File: config.mk
export PLATFORM = sky130hd
export DESIGN_NAME = udiv_step
export DESIGN_NICKNAME = d
export VERILOG_FILES = /design/src/sv/udiv_pkg.sv /design/src/sv/udiv_step.sv
export SDC_FILE = /design/constraint.sdc
export NUM_CORES = 1
export LEC_CHECK = 0
export BUFFER_PORTS_ARGS = -buffer_cell sky130_fd_sc_hd__buf_2
export CAP_MARGIN = 40
export CORE_AREA = 2 2 150 152
export DETAILED_ROUTE_END_ITERATION = 10
export DIE_AREA = 0 0 152 154
export PLACE_DENSITY = 0.79
export SETUP_SLACK_MARGIN = 0.2
export SLEW_MARGIN = 20
export SYNTH_ARGS = -nofsm -noshare
export SYNTH_HDL_FRONTEND = slang
export SYNTH_SLANG_ARGS = --single-unit
File: constraint.sdc
create_clock -name clk -period 4.1 [get_ports clk]
set_clock_uncertainty 0.15 [all_clocks]
set_input_delay 0.82 -clock clk [delete_from_list [all_inputs] [get_ports clk]]
set_output_delay 0.82 -clock clk [all_outputs]
set_load 0.1 [all_outputs]
File: src/sv/udiv_pkg.sv
// ----------------------------------------------------------------------------
// udiv_pkg
// Shared constants and types for the pipelined unsigned divider.
// ----------------------------------------------------------------------------
`default_nettype none

package udiv_pkg;

  // Width of the operand and result ports.
  localparam int unsigned PORT_WIDTH = 64;

  // Default width of the arithmetic.
  localparam int unsigned DATA_WIDTH_DEFAULT = 64;

  // Control bits that travel alongside each item through the pipeline.
  typedef struct packed {
    logic valid;
    logic dbz;
  } ctrl_t;

endpackage

`default_nettype wire

File: src/sv/udiv_step.sv
// ----------------------------------------------------------------------------
// udiv_step
// One registered restoring-division step: produces one quotient bit.
// ----------------------------------------------------------------------------
`default_nettype none

module udiv_step #(
  parameter int unsigned W = udiv_pkg::DATA_WIDTH_DEFAULT
) (
  input  logic           clk,
  input  logic           rst,
  input  udiv_pkg::ctrl_t in_ctrl,
  input  logic [W-1:0]   in_rem,
  input  logic [W-1:0]   in_num,
  input  logic [W-1:0]   in_den,
  output udiv_pkg::ctrl_t out_ctrl,
  output logic [W-1:0]   out_rem,
  output logic [W-1:0]   out_num,
  output logic [W-1:0]   out_den
);

  import udiv_pkg::*;

  logic         carry;
  logic [W-1:0] shifted;
  logic [W+1:0] diff;
  logic         take;

  // The bit shifted out of the partial remainder makes it at least the
  // divisor on its own, so the comparison is done one bit wider.
  assign carry   = in_rem[W-1];
  assign shifted = {in_rem[W-2:0], in_num[W-1]};
  assign diff    = {1'b0, carry, shifted} - {2'b00, in_den};
  assign take    = ~diff[W+1];

  // The dividend register empties from the top while quotient bits fill it
  // from the bottom.
  always_ff @(posedge clk) begin
    out_ctrl.dbz <= in_ctrl.dbz;
    out_rem      <= take ? diff[W-1:0] : shifted;
    out_num      <= {in_num[W-2:0], take};
    out_den      <= in_den;
    if (rst) begin
      out_ctrl.valid <= 1'b0;
    end else begin
      out_ctrl.valid <= in_ctrl.valid;
    end
  end

endmodule

`default_nettype wire

==> results of run 1 <==
per-layer routing:
layer	vias to the layer above	wire length, um
met5	-	13
met4	2	625
met3	39	1820
met2	341	13900
met1	3762	10900
li1	4067	-
cells by family after synthesis:
family | Yosys count | synth area share
AO/OA/AOI/OAI | 268 | 0.197
XOR/XNOR | 57 | 0.0588
adder cells (fa/ha/maj) | 65 | 0.0967
buffers and inverters | 113 | 0.0539
flip-flops | 194 | 0.458
multiplexers | 14 | 0.0183
AND/OR/NAND/NOR | 227 | 0.117
state kept, by name, summed over array words and instances (netlist names):
signal,cells
out_rem,64
out_num,64
out_den,64
out_ctrl,2
cell usage after synthesis (all sizes together) (6+ instances only):
| library cell | count | area (um^2) |
|---|---|---|
| nor2b | 6 | 37.5 |
| mux2 | 12 | 135 |
| o21bai | 13 | 97.6 |
| o21a | 7 | 52.6 |
| nand3 | 12 | 60.1 |
| a21o | 26 | 195 |
| ha | 64 | 801 |
| a211oi | 9 | 72.6 |
| nand4 | 12 | 75.1 |
| clkbuf | 12 | 46.3 |
| nand2 | 71 | 267 |
| dfxtp | 194 | 3880 |
| and3 | 6 | 37.5 |
| a21oi | 133 | 666 |
| inv | 86 | 323 |
| nor2 | 96 | 360 |
| xnor2 | 31 | 272 |
| a31oi | 11 | 75.1 |
| o21ai | 31 | 155 |
| xor2 | 26 | 228 |
| buf | 15 | 88.8 |
| o211ai | 7 | 57.6 |
report_power, final:
| part | switching (uW) | internal (uW) |
|---|---|---|
| registers | 49.1 | 2090 |
| clock network | 858 | 849 |
| logic | 2140 | 562 |
| total | 3040 | 3500 |
final cells by class:
type,count,area [um^2]
clock buffer,18,439
clock inverter,14,176
fill,2002,10100
inverter,86,323
multi-input combinational,631,4160
sequential,194,3880
tap,280,350
timing repair buffer,421,2220
stage by stage:
step	worst slack, ns	area, um^2
final	0.336	11600
after global routing	0.173	11600
after CTS	0.240	11500
after detailed placement	-0.224	10900
after global placement	-0.133	10900
after floorplan	0.507	8490
how the worst min path moves through the flow:
stage	depth (start not counted)	startpoint	slack, ns	to
2_1_floorplan	0	in_ctrl[0]	0.70	out_ctrl[0]
3_3_place_gp	1	in_num[22]	0.77	out_num[23]
3_5_place_dp	1	in_num[44]	0.77	out_num[45]
4_1_cts	1	in_ctrl[0]	0.30	out_ctrl[0]
5_1_grt	1	in_num[38]	0.29	out_num[39]
6_report	1	in_ctrl[0]	0.32	out_ctrl[0]
timing repair:
item                                    4_1_cts  5_1_grt
endpoints found under the setup margin        0        6
buffers inserted                              0        0
resized for setup                             0        5
worst max-delay path, cell delays in order:
cell,delay (ns)
buf_2,0.08
inv_1,0.03
ha_1,0.23
inv_1,0.08
fa_1,0.21
a21o_1,0.17
a31oi_1,0.16
a2bb2oi_2,0.19
a311oi_2,0.36
o21ai_1,0.10
buf_4,0.16
o211ai_2,0.24
a21oi_2,0.11
o31a_1,0.37
or3b_1,0.40
a41o_1,0.21
==> impl_metrics.tcl, run 1 <==
set metrics [dict create \
    post-place-cells 1612 \
    syn2layout_area_growth_pct 36.1 \
    synth-edff-count 0 \
    cts_max_path_buffers 2 \
    ir_drop_uv 413 \
    grt_util_met2 0.411 \
    worstSetupStartpoint "in_num[63]" \
    synthesis.area_um2 8490 \
    die-height_um 154 \
    fmax_ghz 0.266 \
    wl_per_cell_um 16.6 \
    totalWireLength_um 27300 \
    dpl.hpwl_um 22600 \
    critPathCaptureType "register" \
    clock_sinks 194 \
    cts_tree "built" \
    drive_above_1_share 0.350 \
    start_util 0.391 \
    grt_util_all_layers 0.227 \
    final_cell_mix "389 x buf_2, 194 x dfxtp_1, 132 x a21oi_1, 96 x nor2_1, 86 x inv_1" \
    synth_seq_cells 194 \
    worstSetupPathType "input pin to register" \
    design.die.area_um2 23400 \
    global_route.usage.met1 0.262 \
    use_met3 0.0541 \
    endpoint "out_rem[58]" \
    numCtsBuffers 17 \
    drtIter0Drc 484 \
    layout_commonest_cell "buf_2" \
    grt_max_degree 41 \
    core_area_um2 21700 \
    grt-ovfl-total 0 \
    portBuffers 389 \
    die_x_um 152 \
    grt_first_pass_wirelength_um 42400 \
    post-route-period-util 0.918 \
    hp-class "input pin to register" \
    required_ns 4.28 \
    root_buffer "clkbuf_16" \
    yosys.cell_types.count 60 \
    cp-start-kind "input pin" \
    synth_ff_type "dfxtp_1" \
    gp_routability_congestion 0.911 \
    power_uw 6540 \
    status "completed" \
    ctsHtreeMaxLevel 4 \
    synth_nets 1199 \
    vias_per_cell 4.99 \
    ant_nets 0 \
    hold_ws_ns 0.324 \
    power_density_nw_per_um2 566 \
    clk_transition_reported_paths_ns 0.09 \
    grt_pass1_vias 8144 \
    ys_warn_count 0 \
    slew_headroom 0.583 \
    gr-max-usage-layer "met2" \
    fin_util 0.533 \
    synth-seq-area-share 0.458 \
    min_period_ns 3.76 \
    cp.arrival_ns 3.94 \
    p_leak_uw 0.00586 \
    setup_tns_ns 0 \
    cts_hold_buf 0 \
    final_nets 1612 \
    num_antenna_cells 0 \
    setup_viol 0 \
    final_cells 1644 \
    synthCells 938 \
    rows 54 \
    syn-mean-instance-area_um2 9.05 \
    antenna_found_initial 2 \
    drc 0 \
    tightest_slew_ns 0.626 \
    async_flop_share 0 \
    worstPathMaxFanout 5 \
    drtPass1Iterations 5 \
    num_vias 8211 \
    drv_cap 0 \
    rsz0062_at_grt "true" \
    report.final.slew_viol_count 0 \
    num_io_pins 390 \
    finalHoldViolations 0 \
]
No activity file was read; power rests on OpenSTA's default activity.
==> run 2, diff against run 1 <==
PLACE_DENSITY = 0.8   (was 0.79)
==> run 2 against run 1 <==
  * Combinational power hardly changed
  * Highest routed layer unchanged
  * Clock-buffer cell count stayed put
  * Sequential share of layout area is 0.11 points higher
  * Global-route usage is 0.26 points lower
  * Fmax is 1.3% higher
==> impl_metrics.tcl, run 2 (synthesis gave the netlist of run 1 again) <==
set metrics [dict create \
    vias_per_cell 5.06 \
    min_period_ns 3.71 \
    grt_max_degree 54 \
    gp_routability_congestion 0.897 \
    numCtsBuffers 17 \
    clock_sinks 194 \
    core_area_um2 21700 \
    cp.arrival_ns 3.90 \
    grt_pass1_vias 8152 \
    cts_hold_buf 0 \
    cp-start-kind "input pin" \
    drive_above_1_share 0.348 \
    syn2layout_area_growth_pct 35.7 \
    drtPass1Iterations 5 \
    finalHoldViolations 0 \
    portBuffers 389 \
    final_nets 1609 \
    report.final.slew_viol_count 0 \
    rows 54 \
    required_ns 4.28 \
    worstSetupStartpoint "in_den[25]" \
    final_cell_mix "389 x buf_2, 194 x dfxtp_1, 133 x a21oi_1, 96 x nor2_1, 86 x inv_1" \
    cts_tree "built" \
    endpoint "out_rem[47]" \
    p_leak_uw 0.00584 \
    ctsHtreeMaxLevel 4 \
    reg_top3 "out_den: 64 flops, out_num: 64 flops, out_rem: 64 flops" \
    power_density_nw_per_um2 568 \
    die_x_um 152 \
    totalWireLength_um 27300 \
    die-height_um 154 \
    drc 0 \
    hold_depth 1 \
    hp-class "input pin to register" \
    drtIter0Drc 457 \
    start_util 0.391 \
    clk_transition_reported_paths_ns 0.08 \
    grt_util_all_layers 0.225 \
    drv_cap 0 \
    design.die.area_um2 23400 \
    ir_drop_uv 365 \
    grt-ovfl-total 0 \
    ant_nets 0 \
    wl_per_cell_um 16.7 \
    dpl.hpwl_um 22400 \
    hold_ws_ns 0.324 \
    num_vias 8304 \
    setup_viol 0 \
    fmax_ghz 0.269 \
    antenna_found_initial 1 \
    worstSetupPathType "input pin to register" \
    post-route-period-util 0.906 \
    tightest_slew_ns 0.716 \
    critPathCaptureType "register" \
    num_antenna_cells 0 \
    grt_first_pass_wirelength_um 41900 \
    status "completed" \
    layout_commonest_cell "buf_2" \
    worstPathMaxFanout 6 \
    slew_headroom 0.518 \
    setup_tns_ns 0 \
    rsz0062_at_grt "false" \
    root_buffer "clkbuf_16" \
    num_io_pins 390 \
    cts_max_path_buffers 2 \
]
-- run 2: worst max-delay path, cell delays in order --
cell	delay, ns
buf_2	0.09
inv_1	0.05
ha_1	0.38
nand2_1	0.16
nor4_1	0.50
inv_1	0.09
a211oi_1	0.18
buf_4	0.16
o21ai_0	0.24
o41ai_1	0.37
buf_4	0.18
nand3_1	0.08
o21ai_0	0.24
xor2_1	0.09
mux2_2	0.27
-- run 2: timing repair --
action | in CTS | in global routing
setup buffers | 0 | 0
resized for setup | 0 | 2
endpoints found under the setup margin | 0 | 1
-- run 2: worst min-delay path by stage --
stage / endpoint / slack [ns] / startpoint
after CTS: out_num[9] / 0.30 / in_num[8]
after floorplan: out_ctrl[0] / 0.70 / in_ctrl[0]
final: out_num[3] / 0.32 / in_num[2]
after global placement: out_num[9] / 0.77 / in_num[8]
after global routing: out_num[25] / 0.30 / in_num[24]
after detailed placement: out_num[36] / 0.77 / in_num[35]
-- run 2: routing by layer --
layer,GRT usage,up-vias,wire length (um)
met5,0,-,12
met4,0.0774,2,559
met3,0.0530,44,1640
met2,0.411,351,14100
met1,0.256,3853,11100
li1,-,4054,-
-- run 2: stage by stage --
| stage | cell area (um^2) | cells | utilization | setup WS, ns | power, uW |
|---|---|---|---|---|---|
| after floorplan | 8490 | 938 | - | 0.507 | 4320 |
| after global placement | 10900 | 1609 | 0.502 | -0.0303 | 4840 |
| after detailed placement | 10900 | 1609 | 0.502 | -0.119 | 4860 |
| after CTS | 11500 | 1641 | 0.530 | 0.350 | 6590 |
| after global routing | 11500 | 1641 | 0.531 | 0.255 | 6790 |
| final | 11500 | 1641 | 0.531 | 0.385 | 6550 |
-- run 2: area by class of cell --
cell class                 instances  area, um^2
fill                            2010       10200
multi-input combinational        631        4160
sequential                       194        3880
timing repair buffer             418        2180
clock buffer                      18         439
tap                              280         350
inverter                          86         323
clock inverter                    14         183
-- run 2: where the power goes --
group / internal [uW] / switching [uW] / leakage (uW) / total, uW
Sequential: 2090 / 58.2 / 0.00164 / 2150
Clock: 852 / 870 / 0.000301 / 1720
Combinational: 554 / 2120 / 0.00390 / 2680
==> run 3, diff against run 2 <==
CAP_MARGIN = 20   (was 40)
clock period = 3.6 ns   (was 4.1 ns; I/O delays follow)
==> run 3 against run 2 <==
  * Global-route usage down 0.14 points
  * Setup slack worse by 0.16 ns
  * Via count rose by 3.1%
  * Sequential power is 13% higher
  * Sequential share of layout area fell by 2.8 points
  * Largest power group unchanged
  * Clock power increased by 17%
==> impl_metrics.tcl, run 3 (synthesis gave the netlist of run 1 again) <==
set metrics [dict create \
    status "completed" \
    grt-ovfl-total 0 \
    worstPathMaxFanout 22 \
    power_density_nw_per_um2 616 \
    min_period_ns 3.38 \
    final_cells 1734 \
    die-height_um 154 \
    setup_viol 0 \
    p_leak_uw 0.00634 \
    drive_above_1_share 0.413 \
    die_x_um 152 \
    grt_util_all_layers 0.223 \
    finalHoldViolations 0 \
    fin_util 0.580 \
    fillers 1931 \
    combPwrFrac 0.423 \
    power.share.switching 0.464 \
    gp_routability_congestion 0.900 \
    final_nets 1701 \
    slew_headroom 0.648 \
    fmax_ghz 0.296 \
    layout_commonest_cell "buf_2" \
    clkPwrFrac 0.262 \
    clk_transition_reported_paths_ns 0.09 \
    totalWireLength_um 28600 \
    syn2layout_area_growth_pct 48.1 \
    wl_per_cell_um 16.5 \
    hold_ws_ns 0.221 \
    portBuffers 389 \
    final_cell_mix "387 x buf_2, 194 x dfxtp_1, 126 x a21oi_1, 114 x buf_4, 95 x nor2_1" \
    worstSetupPathType "input pin to register" \
    critPathCaptureType "register" \
    root_buffer "clkbuf_16" \
    post-place-cells 1687 \
    ctsHtreeMaxLevel 4 \
    report.final.slew_viol_count 0 \
    cts_hold_buf 0 \
    tightest_slew_ns 0.531 \
    core_area_um2 21700 \
    drtPass1Iterations 4 \
    clock_sinks 194 \
    seqPwrFrac 0.315 \
    rows 54 \
    rsz0062_at_grt "true" \
    drv_cap 0 \
    cp.arrival_ns 3.56 \
    start_util 0.391 \
    num_vias 8562 \
    antenna_found_initial 1 \
    grt_first_pass_wirelength_um 42200 \
    vias_per_cell 4.94 \
    power.net_switching_uw 3590 \
    ir_drop_uv 406 \
    cts_tree "built" \
    cp-start-kind "input pin" \
    drtIter0Drc 374 \
    dpl.hpwl_um 22400 \
    design.die.area_um2 23400 \
    drc 0 \
    num_io_pins 390 \
    numCtsBuffers 17 \
    grt_pass1_vias 8488 \
    post-route-period-util 0.938 \
    cts_max_path_buffers 2 \
    grt_max_degree 46 \
    ant_nets 0 \
    hp-class "input pin to register" \
    reg_top3 "out_den: 64 flops, out_num: 64 flops, out_rem: 64 flops" \
    required_ns 3.78 \
    internal-power_uw 4150 \
]
==> run 3: critical path, stage by stage <==
cell and delay [ns]:
buf_2 0.10, inv_1 0.09, ha_4 0.23, a21oi_2 0.15
o21ai_1 0.11, a21o_1 0.20, a221o_2 0.38, a31oi_4 0.26
o41ai_4 0.12, a211oi_2 0.35, o31ai_4 0.11, buf_6 0.16
buf_4 0.15, clkbuf_16 0.19, a31o_2 0.21
==> run 3: area by class of cell <==
| type | count | area, um^2 | share of cell area |
|---|---|---|---|
| clock inverter | 15 | 211 | 0.0168 |
| sequential | 194 | 3880 | 0.309 |
| timing repair buffer | 510 | 2970 | 0.237 |
| antenna | 1 | 2.50 | 0.000199 |
| tap | 280 | 350 | 0.0279 |
| multi-input combinational | 631 | 4400 | 0.350 |
| inverter | 86 | 325 | 0.0259 |
| clock buffer | 17 | 425 | 0.0338 |
==> run 3: path summary, 6_finish.rpt <==
kind	startpoint	end	slack (ns)	depth (start not counted)
min	in_num[24]	out_num[25]	0.22	1
max	in_den[8]	out_rem[59]	0.22	15
==> run 3: routing by layer <==
layer  global-route usage  vias to the layer above  wire length [um]
li1                     -                     4241                 -
met1                0.248                     3907             11100
met2                0.416                      353             14800
met3               0.0552                       61              1840
met4               0.0739                        0               850
met5                    0                        -                 0
==> run 3: through the flow <==
step / setup slack (ns) / area (um^2) / setup TNS [ns] / power [uW]
floorplan: 0.201 / 8550 / 0 / 4930
global route: 0.0929 / 12600 / 0 / 8030
CTS: 0.207 / 12200 / 0 / 7690
detailed placement: -0.299 / 11500 / -6.17 / 5660
global placement: -0.226 / 11500 / -2.69 / 5630
finish: 0.225 / 12600 / 0 / 7740
==> run 3: timing repair <==
action                                  4_1_cts  5_1_grt
endpoints found under the setup margin        2       47
cloned                                        0        4
gates resized for setup                       1       49
pin swaps                                     1       22
setup buffers                                 0       10
endpoints found under the hold margin         0        0
==> run 3: power groups by stage <==
stage               clock [uW]  sequential (uW)  combinational (uW)
CTS                       2070             2440                3180
floorplan                    0             4190                 738
detailed placement           0             2490                3170
global route              2150             2460                3420
finish                    2020             2440                3280
global placement             0             2480                3150
